### src/design/seconds_to_calendar_decode_unit_macros.svh
// Assertion macros for the seconds-to-calendar decode unit.
// Used by the top level only; expects a clock i_clk and reset i_rst_n in scope.
`ifndef SECONDS_TO_CALENDAR_DECODE_UNIT_MACROS_SVH
`define SECONDS_TO_CALENDAR_DECODE_UNIT_MACROS_SVH

// Same-cycle implication, checked outside reset.
`define STCD_ASSERT_IMP(lbl, ante, cons, msg) \
    lbl: assert property (@(posedge i_clk) disable iff (!i_rst_n) \
        (ante) |-> (cons)) else $error(msg);

// Next-cycle implication, checked outside reset.
`define STCD_ASSERT_NXT(lbl, ante, cons, msg) \
    lbl: assert property (@(posedge i_clk) disable iff (!i_rst_n) \
        (ante) |=> (cons)) else $error(msg);

`endif

### src/design/stcd_pkg.sv
// Constants, register codes and month tables of the seconds-to-calendar decoder.
// No dependencies; used by the interfaces, the top level and the bench.
`default_nettype none

package stcd_pkg;

    localparam int START_YEAR = 2012;

    localparam int SECS_W  = 31;
    localparam int DAYS_W  = 15;
    localparam int SID_W   = 17;
    localparam int YEARS_W = 7;
    localparam int YDAY_W  = 9;
    localparam int APB_AW  = 3;
    localparam int APB_DW  = 32;

    localparam longint unsigned SECS_PER_DAY = 64'd86400;
    localparam longint unsigned END_YEARS    = 64'(2080 - START_YEAR);
    localparam longint unsigned END_DAYS     = 365 * END_YEARS + (END_YEARS + 3) / 4;
    localparam logic [32:0]     LAST_SECOND  = 33'(END_DAYS * SECS_PER_DAY - 1);

    // Reciprocals for exact division by constants over the value ranges used.
    localparam logic [24:0] RECIP_675  = 25'd25451659;  // x < 2^24, shift 34
    localparam logic [17:0] RECIP_1461 = 18'd183735;    // x < 2^17, shift 28
    localparam logic [13:0] RECIP_225  = 14'd9321;      // x < 2^13, shift 21
    localparam logic [15:0] RECIP_15   = 16'd34953;     // x < 2^15, shift 19

    typedef enum logic [0:0] {
        REG_MODE = 1'b0
    } t_reg_idx;

    typedef logic [YDAY_W-1:0] t_month_tbl [13];

    localparam t_month_tbl MONTH_START_PLAIN = '{
        9'd0, 9'd31, 9'd59, 9'd90, 9'd120, 9'd151, 9'd181,
        9'd212, 9'd243, 9'd273, 9'd304, 9'd334, 9'd365
    };
    localparam t_month_tbl MONTH_START_LEAP = '{
        9'd0, 9'd31, 9'd60, 9'd91, 9'd121, 9'd152, 9'd182,
        9'd213, 9'd244, 9'd274, 9'd305, 9'd335, 9'd366
    };

    function automatic logic [YDAY_W-1:0] month_start(input logic leap,
                                                      input logic [3:0] idx);
        logic [YDAY_W-1:0] v;
        v = leap ? MONTH_START_LEAP[idx] : MONTH_START_PLAIN[idx];
        return v;
    endfunction

endpackage

`default_nettype wire

### src/design/stcd_ifs.sv
// Request and result channel interfaces of the seconds-to-calendar decoder.
// Depends on stcd_pkg for field widths.
`default_nettype none

interface stcd_req_if;
    logic                          valid;
    logic                          ready;
    logic [stcd_pkg::SECS_W-1:0]   serial_seconds;

    modport source (output valid, output serial_seconds, input ready);
    modport sink   (input valid, input serial_seconds, output ready);
endinterface

interface stcd_rsp_if;
    logic                          valid;
    logic                          ready;
    logic [5:0]                    second_of_minute;
    logic [5:0]                    minute_of_hour;
    logic [4:0]                    hour_shown;
    logic                          is_afternoon;
    logic [4:0]                    day_of_month;
    logic [3:0]                    month_number;
    logic [11:0]                   full_year;
    logic [stcd_pkg::DAYS_W-1:0]   day_count;
    logic [stcd_pkg::SID_W-1:0]    seconds_in_day;

    modport source (output valid, output second_of_minute, output minute_of_hour,
                    output hour_shown, output is_afternoon, output day_of_month,
                    output month_number, output full_year, output day_count,
                    output seconds_in_day, input ready);
    modport sink   (input valid, input second_of_minute, input minute_of_hour,
                    input hour_shown, input is_afternoon, input day_of_month,
                    input month_number, input full_year, input day_count,
                    input seconds_in_day, output ready);
endinterface

`default_nettype wire

### src/design/seconds_to_calendar_decode_unit.sv
// Seconds-to-calendar decode unit: each request carries a count of seconds since
// midnight on 1 January of the start year (2012) and yields one result with second,
// minute, hour (24-hour or 12-hour by the mode register), afternoon flag, day of
// month, month, year, whole day count and seconds into the day. Every fourth year
// from the start year is a leap year; inputs past the last second of 2079 are
// clamped to it. Throughput is one request per clock while o_rsp is not stalled;
// each result passes through five register stages (clamp, day divide, day
// remainder and year divide, hour/minute divide and day-of-year, final field
// assembly), the first of which takes the request. A stalled result holds every
// full stage behind it; empty stages upstream keep filling. The mode register
// sits at APB address 0 and must only be written while no request is in flight.
`default_nettype none
`include "seconds_to_calendar_decode_unit_macros.svh"

module seconds_to_calendar_decode_unit (
    input  wire logic                          i_clk,
    input  wire logic                          i_rst_n,
    stcd_req_if.sink                           i_req,
    stcd_rsp_if.source                         o_rsp,
    input  wire logic                          psel,
    input  wire logic                          penable,
    input  wire logic                          pwrite,
    input  wire logic [stcd_pkg::APB_AW-1:0]   paddr,
    input  wire logic [stcd_pkg::APB_DW-1:0]   pwdata,
    output logic      [stcd_pkg::APB_DW-1:0]   prdata,
    output logic                               pready
);
    import stcd_pkg::*;

    // ------------------------------------------------------------------
    // Configuration register
    // ------------------------------------------------------------------
    logic r_twelve;
    logic w_cfg_wr;

    assign pready   = 1'b1;
    assign w_cfg_wr = psel && penable && pwrite && pready
                      && (t_reg_idx'(paddr[2]) == REG_MODE);

    always_ff @(posedge i_clk) begin
        if (!i_rst_n) begin
            r_twelve <= 1'b0;
        end else if (w_cfg_wr) begin
            r_twelve <= pwdata[0];
        end
    end

    always_comb begin
        prdata = '0;
        unique case (t_reg_idx'(paddr[2]))
            REG_MODE: prdata = {{(APB_DW-1){1'b0}}, r_twelve};
            default:  prdata = '0;
        endcase
    end

    // ------------------------------------------------------------------
    // Pipeline flow control: a stage advances when empty or when the next
    // one advances, so bubbles collapse under an output stall.
    // ------------------------------------------------------------------
    logic r_v1, r_v2, r_v3, r_v4, r_v5;
    logic w_en1, w_en2, w_en3, w_en4, w_en5;

    assign w_en5 = !r_v5 || o_rsp.ready;
    assign w_en4 = !r_v4 || w_en5;
    assign w_en3 = !r_v3 || w_en4;
    assign w_en2 = !r_v2 || w_en3;
    assign w_en1 = !r_v1 || w_en2;

    assign i_req.ready = w_en1;

    always_ff @(posedge i_clk) begin
        if (!i_rst_n) begin
            r_v1 <= 1'b0;
            r_v2 <= 1'b0;
            r_v3 <= 1'b0;
            r_v4 <= 1'b0;
            r_v5 <= 1'b0;
        end else begin
            if (w_en1) r_v1 <= i_req.valid;
            if (w_en2) r_v2 <= r_v1;
            if (w_en3) r_v3 <= r_v2;
            if (w_en4) r_v4 <= r_v3;
            if (w_en5) r_v5 <= r_v4;
        end
    end

    // ------------------------------------------------------------------
    // Stage 1: clamp to the last second of 2079
    // ------------------------------------------------------------------
    logic [SECS_W-1:0] r1_secs, n1_secs;

    always_comb begin
        if ({2'b00, i_req.serial_seconds} > LAST_SECOND) begin
            n1_secs = LAST_SECOND[SECS_W-1:0];
        end else begin
            n1_secs = i_req.serial_seconds;
        end
    end

    always_ff @(posedge i_clk) begin
        if (w_en1 && i_req.valid) begin
            r1_secs <= n1_secs;
        end
    end

    // ------------------------------------------------------------------
    // Stage 2: days = secs / 86400 = (secs >> 7) / 675 by reciprocal
    // ------------------------------------------------------------------
    logic [SECS_W-1:0] r2_secs;
    logic [DAYS_W-1:0] r2_days, n2_days;
    logic [48:0]       w_days_prod;

    assign w_days_prod = r1_secs[SECS_W-1:7] * RECIP_675;
    assign n2_days     = w_days_prod[48:34];

    always_ff @(posedge i_clk) begin
        if (w_en2 && r_v1) begin
            r2_secs <= r1_secs;
            r2_days <= n2_days;
        end
    end

    // ------------------------------------------------------------------
    // Stage 3: seconds into the day; years = (4 * days) / 1461
    // ------------------------------------------------------------------
    logic [DAYS_W-1:0]  r3_days;
    logic [SID_W-1:0]   r3_sid, n3_sid;
    logic [YEARS_W-1:0] r3_years, n3_years;
    logic [31:0]        w_day_base;
    logic [31:0]        w_sid_full;
    logic [34:0]        w_years_prod;

    assign w_day_base   = {{(32-DAYS_W){1'b0}}, r2_days} * 32'(SECS_PER_DAY);
    assign w_sid_full   = {1'b0, r2_secs} - w_day_base;
    assign n3_sid       = w_sid_full[SID_W-1:0];
    assign w_years_prod = {r2_days, 2'b00} * RECIP_1461;
    assign n3_years     = w_years_prod[34:28];

    always_ff @(posedge i_clk) begin
        if (w_en3 && r_v2) begin
            r3_days  <= r2_days;
            r3_sid   <= n3_sid;
            r3_years <= n3_years;
        end
    end

    // ------------------------------------------------------------------
    // Stage 4: hour of day and minute of day; day of year and leap flag
    // ------------------------------------------------------------------
    logic [DAYS_W-1:0]  r4_days;
    logic [SID_W-1:0]   r4_sid;
    logic [YEARS_W-1:0] r4_years;
    logic [4:0]         r4_h24, n4_h24;
    logic [10:0]        r4_mod, n4_mod;
    logic [YDAY_W-1:0]  r4_yday, n4_yday;
    logic               r4_leap, n4_leap;
    logic [26:0]        w_h24_prod;
    logic [30:0]        w_mod_prod;
    logic [DAYS_W-1:0]  w_year_base;

    assign w_h24_prod  = r3_sid[SID_W-1:4] * RECIP_225;
    assign n4_h24      = w_h24_prod[25:21];
    assign w_mod_prod  = r3_sid[SID_W-1:2] * RECIP_15;
    assign n4_mod      = w_mod_prod[29:19];
    // days before year y: 365*y + (y+3)/4
    assign w_year_base = {{(DAYS_W-YEARS_W){1'b0}}, r3_years} * DAYS_W'(365)
                         + DAYS_W'((8'(r3_years) + 8'd3) >> 2);
    assign n4_yday     = YDAY_W'(r3_days - w_year_base);
    assign n4_leap     = (r3_years[1:0] == 2'b00);

    always_ff @(posedge i_clk) begin
        if (w_en4 && r_v3) begin
            r4_days  <= r3_days;
            r4_sid   <= r3_sid;
            r4_years <= r3_years;
            r4_h24   <= n4_h24;
            r4_mod   <= n4_mod;
            r4_yday  <= n4_yday;
            r4_leap  <= n4_leap;
        end
    end

    // ------------------------------------------------------------------
    // Stage 5: assemble result fields (output register)
    // ------------------------------------------------------------------
    logic [5:0]        r5_sec, n5_sec;
    logic [5:0]        r5_min, n5_min;
    logic [4:0]        r5_hour, n5_hour;
    logic              r5_pm, n5_pm;
    logic [4:0]        r5_dom, n5_dom;
    logic [3:0]        r5_month, n5_month;
    logic [11:0]       r5_year, n5_year;
    logic [DAYS_W-1:0] r5_days;
    logic [SID_W-1:0]  r5_sid;
    logic [3:0]        w_mon_idx;
    logic [4:0]        w_h12;

    always_comb begin
        n5_sec = 6'(r4_sid - SID_W'({r4_mod, 6'b000000} - {2'b00, r4_mod, 2'b00}));
        n5_min = 6'(r4_mod - 11'({r4_h24, 6'b000000} - {r4_h24, 2'b00}));
        n5_pm  = (r4_h24 >= 5'd12);

        // hour zero and hour twelve both show as 12 on the 12-hour clock
        w_h12 = n5_pm ? (r4_h24 - 5'd12) : r4_h24;
        if (w_h12 == 5'd0) begin
            w_h12 = 5'd12;
        end
        n5_hour = r_twelve ? w_h12 : r4_h24;

        // tables rise monotonically, so the last start not past yday wins
        w_mon_idx = 4'd0;
        for (int k = 1; k < 12; k++) begin
            if (r4_yday >= month_start(r4_leap, 4'(k))) begin
                w_mon_idx = 4'(k);
            end
        end
        n5_month = w_mon_idx + 4'd1;
        n5_dom   = 5'(r4_yday - month_start(r4_leap, w_mon_idx) + 9'd1);
        n5_year  = 12'(START_YEAR) + {5'b00000, r4_years};
    end

    always_ff @(posedge i_clk) begin
        if (w_en5 && r_v4) begin
            r5_sec   <= n5_sec;
            r5_min   <= n5_min;
            r5_hour  <= n5_hour;
            r5_pm    <= n5_pm;
            r5_dom   <= n5_dom;
            r5_month <= n5_month;
            r5_year  <= n5_year;
            r5_days  <= r4_days;
            r5_sid   <= r4_sid;
        end
    end

    assign o_rsp.valid            = r_v5;
    assign o_rsp.second_of_minute = r5_sec;
    assign o_rsp.minute_of_hour   = r5_min;
    assign o_rsp.hour_shown       = r5_hour;
    assign o_rsp.is_afternoon     = r5_pm;
    assign o_rsp.day_of_month     = r5_dom;
    assign o_rsp.month_number     = r5_month;
    assign o_rsp.full_year        = r5_year;
    assign o_rsp.day_count        = r5_days;
    assign o_rsp.seconds_in_day   = r5_sid;

    // ------------------------------------------------------------------
    // Assertions
    // ------------------------------------------------------------------
    // an empty output stage must leave the whole pipe open for requests
    `STCD_ASSERT_IMP(a_ready_when_drained, !o_rsp.valid, i_req.ready,
        "request blocked although output stage is empty")
    `STCD_ASSERT_IMP(a_fields_in_range, o_rsp.valid,
        (o_rsp.second_of_minute < 6'd60) && (o_rsp.minute_of_hour < 6'd60)
        && (o_rsp.day_of_month >= 5'd1) && (o_rsp.month_number >= 4'd1)
        && (o_rsp.month_number <= 4'd12) && (o_rsp.seconds_in_day < 17'd86400),
        "result field out of range")
    `STCD_ASSERT_IMP(a_hour_mode, o_rsp.valid,
        r_twelve ? ((o_rsp.hour_shown >= 5'd1) && (o_rsp.hour_shown <= 5'd12))
                 : ((o_rsp.hour_shown < 5'd24)
                    && (o_rsp.is_afternoon == (o_rsp.hour_shown >= 5'd12))),
        "hour inconsistent with clock mode")
    `STCD_ASSERT_NXT(a_mode_write, w_cfg_wr, r_twelve == $past(pwdata[0]),
        "mode register did not take written value")

endmodule

`default_nettype wire

### src/flat_wrapper.sv
// flat-port wrapper written by rule: the top's interface ports become plain ports
module seconds_to_calendar_decode_unit_flat import stcd_pkg::*;
  (i_clk, i_rst_n, psel, penable, pwrite, paddr, pwdata, prdata, pready, i_req_valid, i_req_serial_seconds, i_req_ready, o_rsp_valid, o_rsp_second_of_minute, o_rsp_minute_of_hour, o_rsp_hour_shown, o_rsp_is_afternoon, o_rsp_day_of_month, o_rsp_month_number, o_rsp_full_year, o_rsp_day_count, o_rsp_seconds_in_day, o_rsp_ready);
  stcd_req_if i_req_i ();
  stcd_rsp_if o_rsp_i ();
  input  wire logic i_clk;
  input  wire logic i_rst_n;
  input  wire logic psel;
  input  wire logic penable;
  input  wire logic pwrite;
  input  wire logic [stcd_pkg::APB_AW-1:0] paddr;
  input  wire logic [stcd_pkg::APB_DW-1:0] pwdata;
  output logic      [stcd_pkg::APB_DW-1:0] prdata;
  output logic pready;
  input wire logic [$bits(i_req_i.valid)-1:0] i_req_valid;
  input wire logic [$bits(i_req_i.serial_seconds)-1:0] i_req_serial_seconds;
  output wire logic [$bits(i_req_i.ready)-1:0] i_req_ready;
  output wire logic [$bits(o_rsp_i.valid)-1:0] o_rsp_valid;
  output wire logic [$bits(o_rsp_i.second_of_minute)-1:0] o_rsp_second_of_minute;
  output wire logic [$bits(o_rsp_i.minute_of_hour)-1:0] o_rsp_minute_of_hour;
  output wire logic [$bits(o_rsp_i.hour_shown)-1:0] o_rsp_hour_shown;
  output wire logic [$bits(o_rsp_i.is_afternoon)-1:0] o_rsp_is_afternoon;
  output wire logic [$bits(o_rsp_i.day_of_month)-1:0] o_rsp_day_of_month;
  output wire logic [$bits(o_rsp_i.month_number)-1:0] o_rsp_month_number;
  output wire logic [$bits(o_rsp_i.full_year)-1:0] o_rsp_full_year;
  output wire logic [$bits(o_rsp_i.day_count)-1:0] o_rsp_day_count;
  output wire logic [$bits(o_rsp_i.seconds_in_day)-1:0] o_rsp_seconds_in_day;
  input wire logic [$bits(o_rsp_i.ready)-1:0] o_rsp_ready;
  assign i_req_i.valid = i_req_valid;
  assign i_req_i.serial_seconds = i_req_serial_seconds;
  assign i_req_ready = i_req_i.ready;
  assign o_rsp_valid = o_rsp_i.valid;
  assign o_rsp_second_of_minute = o_rsp_i.second_of_minute;
  assign o_rsp_minute_of_hour = o_rsp_i.minute_of_hour;
  assign o_rsp_hour_shown = o_rsp_i.hour_shown;
  assign o_rsp_is_afternoon = o_rsp_i.is_afternoon;
  assign o_rsp_day_of_month = o_rsp_i.day_of_month;
  assign o_rsp_month_number = o_rsp_i.month_number;
  assign o_rsp_full_year = o_rsp_i.full_year;
  assign o_rsp_day_count = o_rsp_i.day_count;
  assign o_rsp_seconds_in_day = o_rsp_i.seconds_in_day;
  assign o_rsp_i.ready = o_rsp_ready;
  seconds_to_calendar_decode_unit u_core (.i_clk(i_clk), .i_rst_n(i_rst_n), .i_req(i_req_i), .o_rsp(o_rsp_i), .psel(psel), .penable(penable), .pwrite(pwrite), .paddr(paddr), .pwdata(pwdata), .prdata(prdata), .pready(pready));
endmodule
### config.mk
export PLATFORM = sky130hd
export DESIGN_NAME = seconds_to_calendar_decode_unit_flat
export DESIGN_NICKNAME = d
export VERILOG_FILES = /design/src/design/stcd_pkg.sv /design/src/design/stcd_ifs.sv /design/src/design/seconds_to_calendar_decode_unit.sv /design/src/flat_wrapper.sv
export VERILOG_INCLUDE_DIRS = /design/src /design/src/design
export SDC_FILE = /design/constraint.sdc
export NUM_CORES = 1
export LEC_CHECK = 0
export BUFFER_PORTS_ARGS = -buffer_cell sky130_fd_sc_hd__buf_2
export CORE_ASPECT_RATIO = 1.75
export CORE_MARGIN = 1
export CORE_UTILIZATION = 54
export DETAILED_ROUTE_END_ITERATION = 6
export PLACE_DENSITY_LB_ADDON = 0.25
export SETUP_SLACK_MARGIN = 0.15
export SLEW_MARGIN = 20
export SYNTH_ARGS = -nofsm -noshare
export SYNTH_HDL_FRONTEND = slang
export SYNTH_SLANG_ARGS = --single-unit
export TNS_END_PERCENT = 20
### constraint.sdc
create_clock -name i_clk -period 7.93 [get_ports i_clk]
set_clock_uncertainty 0.2 [all_clocks]
set_input_delay 0.793 -clock i_clk [delete_from_list [all_inputs] [get_ports i_clk]]
set_output_delay 0.793 -clock i_clk [all_outputs]
set_load 0.02 [all_outputs]
==> results of run 1 <==
## worst max-delay path: cells and delay by family, from the launching register on
family	cells	cell delay [ps]
AND/OR/NAND/NOR	2	670
XOR/XNOR	2	400
adder cells (fa/ha/maj)	8	3940
flip-flops	1	630
buffers and inverters	2	140
AO/OA/AOI/OAI	4	860
## through the flow
stage | setup WS [ps] | utilization [%] | area (um2) | cells
2_1_floorplan | 1790 | - | 28700 | 2565
3_3_place_gp | 889 | 57.1 | 29900 | 3306
3_5_place_dp | 844 | 57.1 | 29900 | 3306
4_1_cts | 820 | 58.6 | 30700 | 3350
5_1_grt | 345 | 58.8 | 30800 | 3353
6_report | 859 | 58.8 | 30800 | 3353
## registers in the layout, indices dropped and copies added (netlist names), 7 cells and up
name,flops
u_core.r4_sid,17
u_core.o_rsp.day_count,15
u_core.r4_yday,9
u_core.r2_secs,17
u_core.r4_years,7
u_core.o_rsp.seconds_in_day,17
u_core.r3_days,15
u_core.r4_days,15
u_core.r1_secs,31
u_core.o_rsp.full_year,12
u_core.r3_years,7
u_core.r2_days,15
u_core.r3_sid,17
## worst min path at each step
stage / endpoint / slack (ps) / cells after the start
after floorplan: u_core.o_rsp.day_count[0]$_DFFE_PP_ / 200 / 0
after global placement: u_core.r3_sid[1]$_DFFE_PP_ / 200 / 0
after detailed placement: u_core.o_rsp.day_count[3]$_DFFE_PP_ / 200 / 0
after CTS: u_core.r1_secs[29]$_SDFFCE_PN1P_ / 210 / 1
after global routing: u_core.r1_secs[26]$_SDFFCE_PN1P_ / 220 / 1
final: u_core.o_rsp.seconds_in_day[6]$_DFFE_PP_ / 220 / 0
## metal layers
| metal | routed length, um | part of all wire (%) | vias to the layer above |
|---|---|---|---|
| met3 | 1290 | 2.0 | 157 |
| met2 | 36900 | 58 | 308 |
| met5 | 0 | 0 | - |
| li1 | - | - | 8466 |
| met4 | 4140 | 6.5 | 0 |
| met1 | 21000 | 33 | 8993 |
## kinds of logic after synthesis
kind of cell | share of synthesized area (%)
fa+ha+maj | 51.8
buf+inv | 9.84
compound gates | 6.43
xor+xnor | 3.03
mux | 0.149
other cells | 0.0262
simple gates | 4.03
flops | 24.7
## cell usage in the layout (no fill, tap or decap), types with 9 or more instances in the layout
cell type and instances:
buf_2 113, a31oi_1 9, xor2_1 32, conb_1 32, a211oi_1 10, a21o_1 32
inv_1 660, nor2_1 38, o21bai_1 15, xnor2_1 67, ha_1 626, nand3_1 21
o21a_1 14, or2_2 17, nor2b_1 21, nand4_1 14, nor3_1 21, edfxtp_1 231
nand2_1 54, fa_1 350, o21ai_0 46, a21oi_1 85, clkbuf_16 25
## layout make-up
class                      instances  area (um2)  share of cell area, %
clock inverter                    12         119                  0.386
clock buffer                      32         672                   2.18
timing repair buffer             122         686                   2.23
inverter                         660        2480                   8.05
multi-input combinational       1612       18900                   61.5
sequential                       237        7060                   22.9
tap                              678         848                   2.76
==> results.md, run 1 <==
* Leading post-synthesis cells by instance count: inv_1, ha_1, fa_1
* Crit path from: u_core.r1_secs[28]$_SDFFCE_PN1P_
* Total iterations of the first detailed-routing run at 5
* Number of I/O port buffers at 113
* Most frequently used flop master after synthesis: edfxtp_1
* Worst EP required at 8050 ps
* Category of the critical setup timing path: reg -> reg
* Clock latency on the worst-skew pair at 550 ps
* Die Width at 176 um
* Met2 routing resource usage after global routing at 49.8%
* Synth warn at 0
* Number of buffers created by CTS at 24
* RD Place Congestion at 1.01
* Count of distinct cell types in the synthesized netlist at 71
* Reg-to-Reg Start: u_core.r1_secs[28]$_SDFFCE_PN1P_
* Post-Synthesis Cell Area at 28,600 um2
* Min Tclk post-route at 7070 ps
* Io pins at 179
* CP max stage delay at 660 ps
* Max Freq at 141 MHz
* Detailed-route DRC error count at 0
* Total core area at 52,400 um2
* Total clock sinks at 237
* Count of flip-flops with a built-in enable after synthesis at 231
* Via Count at 17,924
* Post-CTS sizing at 0
* CTS root buf: clkbuf_16
* Tightest slew margin relative to the limit at 37.5%
* Global Route Usage Sum at 24.6%
* Average size of a mapped cell at 11.3 um2
* Number of inserted filler cells in the final layout at 4,372
* Number of hold buffers added after cts at 0
* Final count of hold timing violations at 0
* Floorplan row count at 111
* R2R setup slack at 860 ps
* Pin count of the biggest net entering global routing at 70
* Number of standard cells after synthesis at 2,535
* Number of levels in the clock H-tree at 1
* Routed wire per std cell at 18.9 um
* End of the critical path: u_core.r2_days[14]$_DFFE_PP_
* Global-route wire length before repair at 101 mm
* Drt initial violations at 511
* Cell at the slowest stage of the critical path: fa_1
* Top-count cell post-synth: inv_1
* Min-delay worst type: reg -> reg
* Startpoint of the worst hold path: u_core.r4_sid[6]$_DFFE_PP_
* Share of cells above drive strength 1 at 7.48%
* Finish-stage setup viols at 0
* Status: complete, no violations
* Die area at 54,000 um2
* Met1 capacity usage during global routing at 23.7%
* Number of global-route vias before repair at 19,773
* Reg-to-reg endpoint: u_core.r2_days[14]$_DFFE_PP_
* Sum of negative setup slack at 0 ps
* Worst setup EP type: register
* Growth of design area from synthesis to finish at 7.51%
* Flops & latches, synth at 237
* Total overflow reported by the global router at 0
* Share of synthesized area occupied by flip-flops and latches at 24.7%
* RSZ-0062 raised after global routing: no
* Initial standard-cell utilization of the core at 54.7%
* Buffer depth of the longest clock path at 3
* Worst Reg2Reg Path Length in Cells at 18
* Share of synthesized registers carrying an async set or reset at 0%
* Detailed Place HPWL at 56.1 mm
* Number of buffers inserted by post-CTS setup repair at 0
* Largest fanout on the critical path at 9
* GR met3 Demand/Resource at 1.74%
* Data arrival time of the critical path at 7190 ps
* Final net count at 3,706
* Via density at 5.35
* Slew at the pin closest to its max-slew limit at 934 ps
* Startpoint type of the worst setup path: register
* Area share of the leading cell type in the synthesized netlist at 27.4%
* Cell mode on critical path: fa_1
* Fin Hold WS at 215 ps
* Die Ht at 307 um
* Count of antenna diodes in the layout at 0
* Max cap viols at 0
* Dominant cell type by area after synthesis: ha_1
* Remaining number of nets flagged by the antenna check after routing at 0
* Final wirelength at 63.3 mm
* Clock transition at the registers of the reported paths at 70 ps
* Critical path, cell by cell: fa_1 > xor2_1 > ha_1 > fa_1 > inv_1 > fa_1 > inv_1 > fa_1 > fa_1 > ha_1 > ha_1 > nand4_1 > nor4_1 > o211ai_1 > a21oi_1 > a221oi_2 > a21oi_1 > xnor2_1
* Biggest area contributors in the synthesized netlist: ha_1, fa_1, edfxtp_1, inv_1, xnor2_1
* Share of the cycle needed by the critical path after routing at 89.2%
* Busiest metal layer after global routing: met2
* Initial antenna violation count at 0
* Max-slew violation total from the final report at 0
* Clock tree from TritonCTS: built
Power of run 1 is left out: the tool's default activity adds up to more than one toggle a clock period on the data nets, which glitch-free logic cannot reach.
==> run 2: changes to the inputs <==
- clock period: 7.93 -> 9.15 ns (I/O delays scaled with it)
==> results.md, run 2 (same netlist as run 1, synthesis figures left out) <==
* Clock transition at the registers of the reported paths at 70 ps
* Final wirelength at 63.9 mm
* Tightest slew margin relative to the limit at 40.1%
* Share of cells above drive strength 1 at 7.41%
* Max-slew violation total from the final report at 0
* Detailed-route DRC error count at 0
* Io pins at 179
* Global Route Usage Sum at 24.9%
* Startpoint of the worst hold path: u_core.r4_sid[10]$_DFFE_PP_
* Post-CTS sizing at 0
* Worst Reg2Reg Path Length in Cells at 20
* Top register by number of flip-flops: u_core.r1_secs
* Startpoint type of the worst setup path: register
* Via density at 5.35
* Met2 routing resource usage after global routing at 50.9%
* Number of global-route vias before repair at 20,236
* Clock tree from TritonCTS: built
* Worst setup EP type: register
* Die Ht at 307 um
* Met1 capacity usage during global routing at 23.4%
* Status: complete, no violations
* RSZ-0062 raised after global routing: no
* RD Place Congestion at 0.936
* Leading cell type in the layout, fill and taps excluded: inv_1
* Number of buffers created by CTS at 24
* Die area at 54,000 um2
* Number of flip-flops under the largest register name at 31
* Max Freq at 138 MHz
* Hold path cells at 0
* Growth of design area from synthesis to finish at 7.51%
* Final count of hold timing violations at 0
* Total overflow reported by the global router at 0
* Sum of negative setup slack at 0 ps
* Count of antenna diodes in the layout at 0
* Initial standard-cell utilization of the core at 54.7%
* Clock latency on the worst-skew pair at 560 ps
* Remaining number of nets flagged by the antenna check after routing at 0
* Floorplan row count at 111
* Leading cell types in the layout, fill and taps excluded: inv_1, ha_1, fa_1, edfxtp_1, buf_2
* Pin count of the biggest net entering global routing at 70
* Total iterations of the first detailed-routing run at 5
* Global-route wire length before repair at 102 mm
* Worst EP required at 9260 ps
* Reg-to-Reg Start: u_core.r1_secs[27]$_SDFFCE_PN1P_
* Number of buffers inserted by post-CTS setup repair at 0
* Reg-to-reg endpoint: u_core.r2_days[13]$_DFFE_PP_
* Category of the critical setup timing path: reg -> reg
* Number of I/O port buffers at 113
* Detailed Place HPWL at 56.2 mm
* R2R setup slack at 1880 ps
* CTS root buf: clkbuf_16
* Initial antenna violation count at 0
* Data arrival time of the critical path at 7370 ps
* Slew at the pin closest to its max-slew limit at 895 ps
* Largest fanout on the critical path at 8
* Total clock sinks at 237
* Die Width at 176 um
* Finish-stage setup viols at 0
* Number of hold buffers added after cts at 0
* Routed wire per std cell at 19.1 um
* Min Tclk post-route at 7270 ps
* Max cap viols at 0
* Via Count at 17,910
* Share of the cycle needed by the critical path after routing at 79.4%
* Final net count at 3,703
* GR met3 Demand/Resource at 1.90%
* Busiest metal layer after global routing: met2
* Buffer depth of the longest clock path at 3
* Hold-critical path endpoint: u_core.o_rsp.seconds_in_day[10]$_DFFE_PP_
* Number of levels in the clock H-tree at 1
* Drt initial violations at 516
* Min-delay worst type: reg -> reg
* Total core area at 52,400 um2
## run 2: how the worst max path moves through the flow
stage                                                 from                      endpoint  slack [ps]  cells after the start
final                     u_core.r1_secs[27]$_SDFFCE_PN1P_  u_core.r2_days[13]$_DFFE_PP_        1880                     20
after global routing      u_core.r1_secs[14]$_SDFFCE_PN0P_  u_core.r2_days[13]$_DFFE_PP_        1430                     24
after CTS                 u_core.r1_secs[23]$_SDFFCE_PN1P_  u_core.r2_days[13]$_DFFE_PP_        1850                     18
after detailed placement  u_core.r1_secs[23]$_SDFFCE_PN1P_  u_core.r2_days[13]$_DFFE_PP_        1880                     18
after global placement    u_core.r1_secs[23]$_SDFFCE_PN1P_  u_core.r2_days[13]$_DFFE_PP_        1900                     18
after floorplan           u_core.r1_secs[23]$_SDFFCE_PN1P_  u_core.r2_days[13]$_DFFE_PP_        3010                     18
## run 2: worst max-delay path, cell delays in order (launching register included)
cell and delay (ps):
edfxtp_1 600, ha_1 440, ha_1 300, inv_1 50, fa_1 530, inv_1 60, fa_1 540, inv_1 60
fa_1 530, fa_1 530, fa_1 610, inv_1 60, ha_1 330, a21oi_1 210, o21ai_0 260, a2111oi_0 420
nand4_1 340, a221oi_2 370, nand2b_1 130, a21oi_1 200, xnor2_1 220
## run 2: per-stage QoR
step                      setup slack (ps)  cell area [um2]  cells  hold WS, ps  util [%]
after detailed placement              1880            29900   3303          205      57.1
after global routing                  1430            30800   3350          222      58.8
after CTS                             1850            30700   3347          218      58.6
after global placement                1900            29900   3303          201      57.1
after floorplan                       3010            28700   2565          200         -
final                                 1880            30800   3350          213      58.8
## run 2: area by class of cell
type | instances | area (um2)
inverters | 660 | 2480
fillers | 4329 | 21600
well taps | 678 | 848
clock buffers | 30 | 654
multi-input cells | 1612 | 18900
clock inverters | 14 | 159
repair buffers | 119 | 663
flip-flops and latches | 237 | 7060
## run 2: layer usage
metal  routed length [um]  up-vias
li1                     -     8464
met1                21000     8940
met2                37500      326
met3                 1370      180
met4                 4010        0
met5                    0        -
Power of run 2 is left out for the same reason.
==> run 3: changes to the inputs <==
- ABC_AREA: default -> 1
- clock period: 9.15 -> 5.9 ns (I/O delays scaled with it)
==> results.md, run 3 <==
* Status: finished, violations left
* Leading cell types in the layout, fill and taps excluded: inv_1, ha_1, fa_1, nand2_1, buf_4
* Top-count cell post-synth: inv_1
* Share of synthesized registers carrying an async set or reset at 0%
* Dominant cell type by area after synthesis: ha_1
* Max-slew violation total from the final report at 0
* Clock latency on the worst-skew pair at 600 ps
* Post-Synthesis Cell Area at 30,100 um2
* Fin Hold WS at 57.8 ps
* Die Ht at 315 um
* Final wirelength at 79.5 mm
* Worst setup EP type: register
* Finish-stage setup viols at 11
* Tightest slew margin relative to the limit at 35.1%
* Category of the critical setup timing path: reg -> reg
* Leading post-synthesis cells by instance count: inv_1, ha_1, fa_1
* Most frequently used flop master after synthesis: edfxtp_1
* Startpoint type of the worst setup path: register
* Initial standard-cell utilization of the core at 54.6%
* Min-delay worst type: in -> reg
* Detailed Place HPWL at 69.3 mm
* Leading cell type in the layout, fill and taps excluded: inv_1
* Synth warn at 0
* RSZ-0062 raised after global routing: yes
* Io pins at 179
* Violated checks: negative setup slack
* Slew at the pin closest to its max-slew limit at 962 ps
* Die area at 56,800 um2
* Share of synthesized area occupied by flip-flops and latches at 23.4%
* Final count of hold timing violations at 0
* Max Freq at 165 MHz
* Final net count at 4,435
* Area share of the leading cell type in the synthesized netlist at 26.0%
* Die Width at 181 um
* Total overflow reported by the global router at 0
* Number of flip-flops under the largest register name at 31
* Number of levels in the clock H-tree at 1
* Global Route Usage Sum at 28.9%
* Pin count of the biggest net entering global routing at 70
* Largest fanout on the critical path at 4
* Via density at 5.26
* Initial antenna violation count at 0
* RD Place Congestion at 1.00
* Min Tclk post-route at 6070 ps
* Biggest area contributors in the synthesized netlist: ha_1, fa_1, edfxtp_1, inv_1, nand2_1
* Total clock sinks at 237
* Via Count at 21,584
* Average size of a mapped cell at 10.0 um2
* Drt initial violations at 686
* Share of cells above drive strength 1 at 17.7%
* Floorplan row count at 114
* Detailed-route DRC error count at 0
* Total core area at 55,200 um2
* Share of the cycle needed by the critical path after routing at 103%
* Number of global-route vias before repair at 23,764
* Number of buffers created by CTS at 25
* Count of distinct cell types in the synthesized netlist at 52
* Max cap viols at 0
* Count of flip-flops with a built-in enable after synthesis at 231
* Number of I/O port buffers at 113
* Growth of design area from synthesis to finish at 16.3%
* Clock tree from TritonCTS: built
* Total iterations of the first detailed-routing run at 5
* Buffer depth of the longest clock path at 3
* Worst EP required at 6020 ps
* Top register by number of flip-flops: u_core.r1_secs
* Flops & latches, synth at 237
* CTS root buf: clkbuf_16
* Remaining number of nets flagged by the antenna check after routing at 0
* Number of hold buffers added after cts at 0
* Number of standard cells after synthesis at 3,009
* Data arrival time of the critical path at 6190 ps
* Routed wire per std cell at 19.4 um
* Global-route wire length before repair at 123 mm
* Fin worst setup slack at -174 ps
* Clock transition at the registers of the reported paths at 80 ps
* Final standard cell utilization of the core at 63.5%
-- run 3: critical path: stages, from the launching register on --
cell and delay, ps:
edfxtp_1 540, buf_6 190, fa_1 520, inv_1 50, fa_1 420, inv_1 70
ha_1 130, inv_1 50, fa_1 520, inv_1 60, fa_1 470, fa_1 570
fa_1 460, ha_4 290, buf_4 140, nand2_2 90, nor2_1 160, inv_1 100
o21ai_0 220, a21oi_2 110, o211ai_4 110, a31oi_1 140, xor2_1 180
-- run 3: kinds of logic after synthesis --
logic type                 Yosys count  share of synthesized area [%]
and+or+nand+nor                    536                           7.55
buffers and inverters              847                           11.0
adders and majority gates          976                           49.2
other                                2                         0.0249
DFF                                237                           23.4
AOI/OAI and AO/OA                  311                           5.87
xor gates and xnor gates           100                           2.91
-- run 3: metal layers --
metal / wire length, um / global-route usage [%] / up-vias
li1: - / - / 10331
met4: 7810 / 24.6 / 0
met1: 23800 / 23.8 / 10503
met5: 0 / 0 / -
met2: 46000 / 59.9 / 487
met3: 1790 / 2.11 / 263
-- run 3: through the flow --
step,area [um2],setup WS [ps],cells,TNS [ps]
finish,35000,-174,4100,-919
global route,35000,-354,4099,-3820
CTS,34500,-162,4087,-867
detailed placement,33000,-597,4011,-4350
global placement,33000,-528,4011,-4030
floorplan,30300,157,3039,0
-- run 3: path summary, 6_finish.rpt --
check	start	endpoint	cells past startpoint	slack, ps
worst max-delay path	u_core.r1_secs[19]$_SDFFCE_PN1P_	u_core.r2_days[11]$_DFFE_PP_	22	-170
worst min register to register	u_core.r4_days[13]$_DFFE_PP_	u_core.o_rsp.day_count[13]$_DFFE_PP_	0	220
worst max register to register	u_core.r1_secs[19]$_SDFFCE_PN1P_	u_core.r2_days[11]$_DFFE_PP_	22	-170
worst min-delay path	i_req_serial_seconds[21]	u_core.r1_secs[21]$_SDFFCE_PN1P_	1	60
-- run 3: final cells by class --
class	count	area, um2
sequential	237	7060
inverter	799	3000
fill	4517	20200
clock buffer	25	626
multi-input combinational	1955	20800
tap	696	871
antenna	1	2.50
clock inverter	19	215
timing repair buffer	368	2530
-- run 3: repair_timing --
item,4_1_cts,5_1_grt
buffers inserted,32,12
gates cloned,0,0
resized for setup,100,107
setup endpoints to repair,17,22
pin swaps,53,40
Power of run 3 is left out for the same reason.
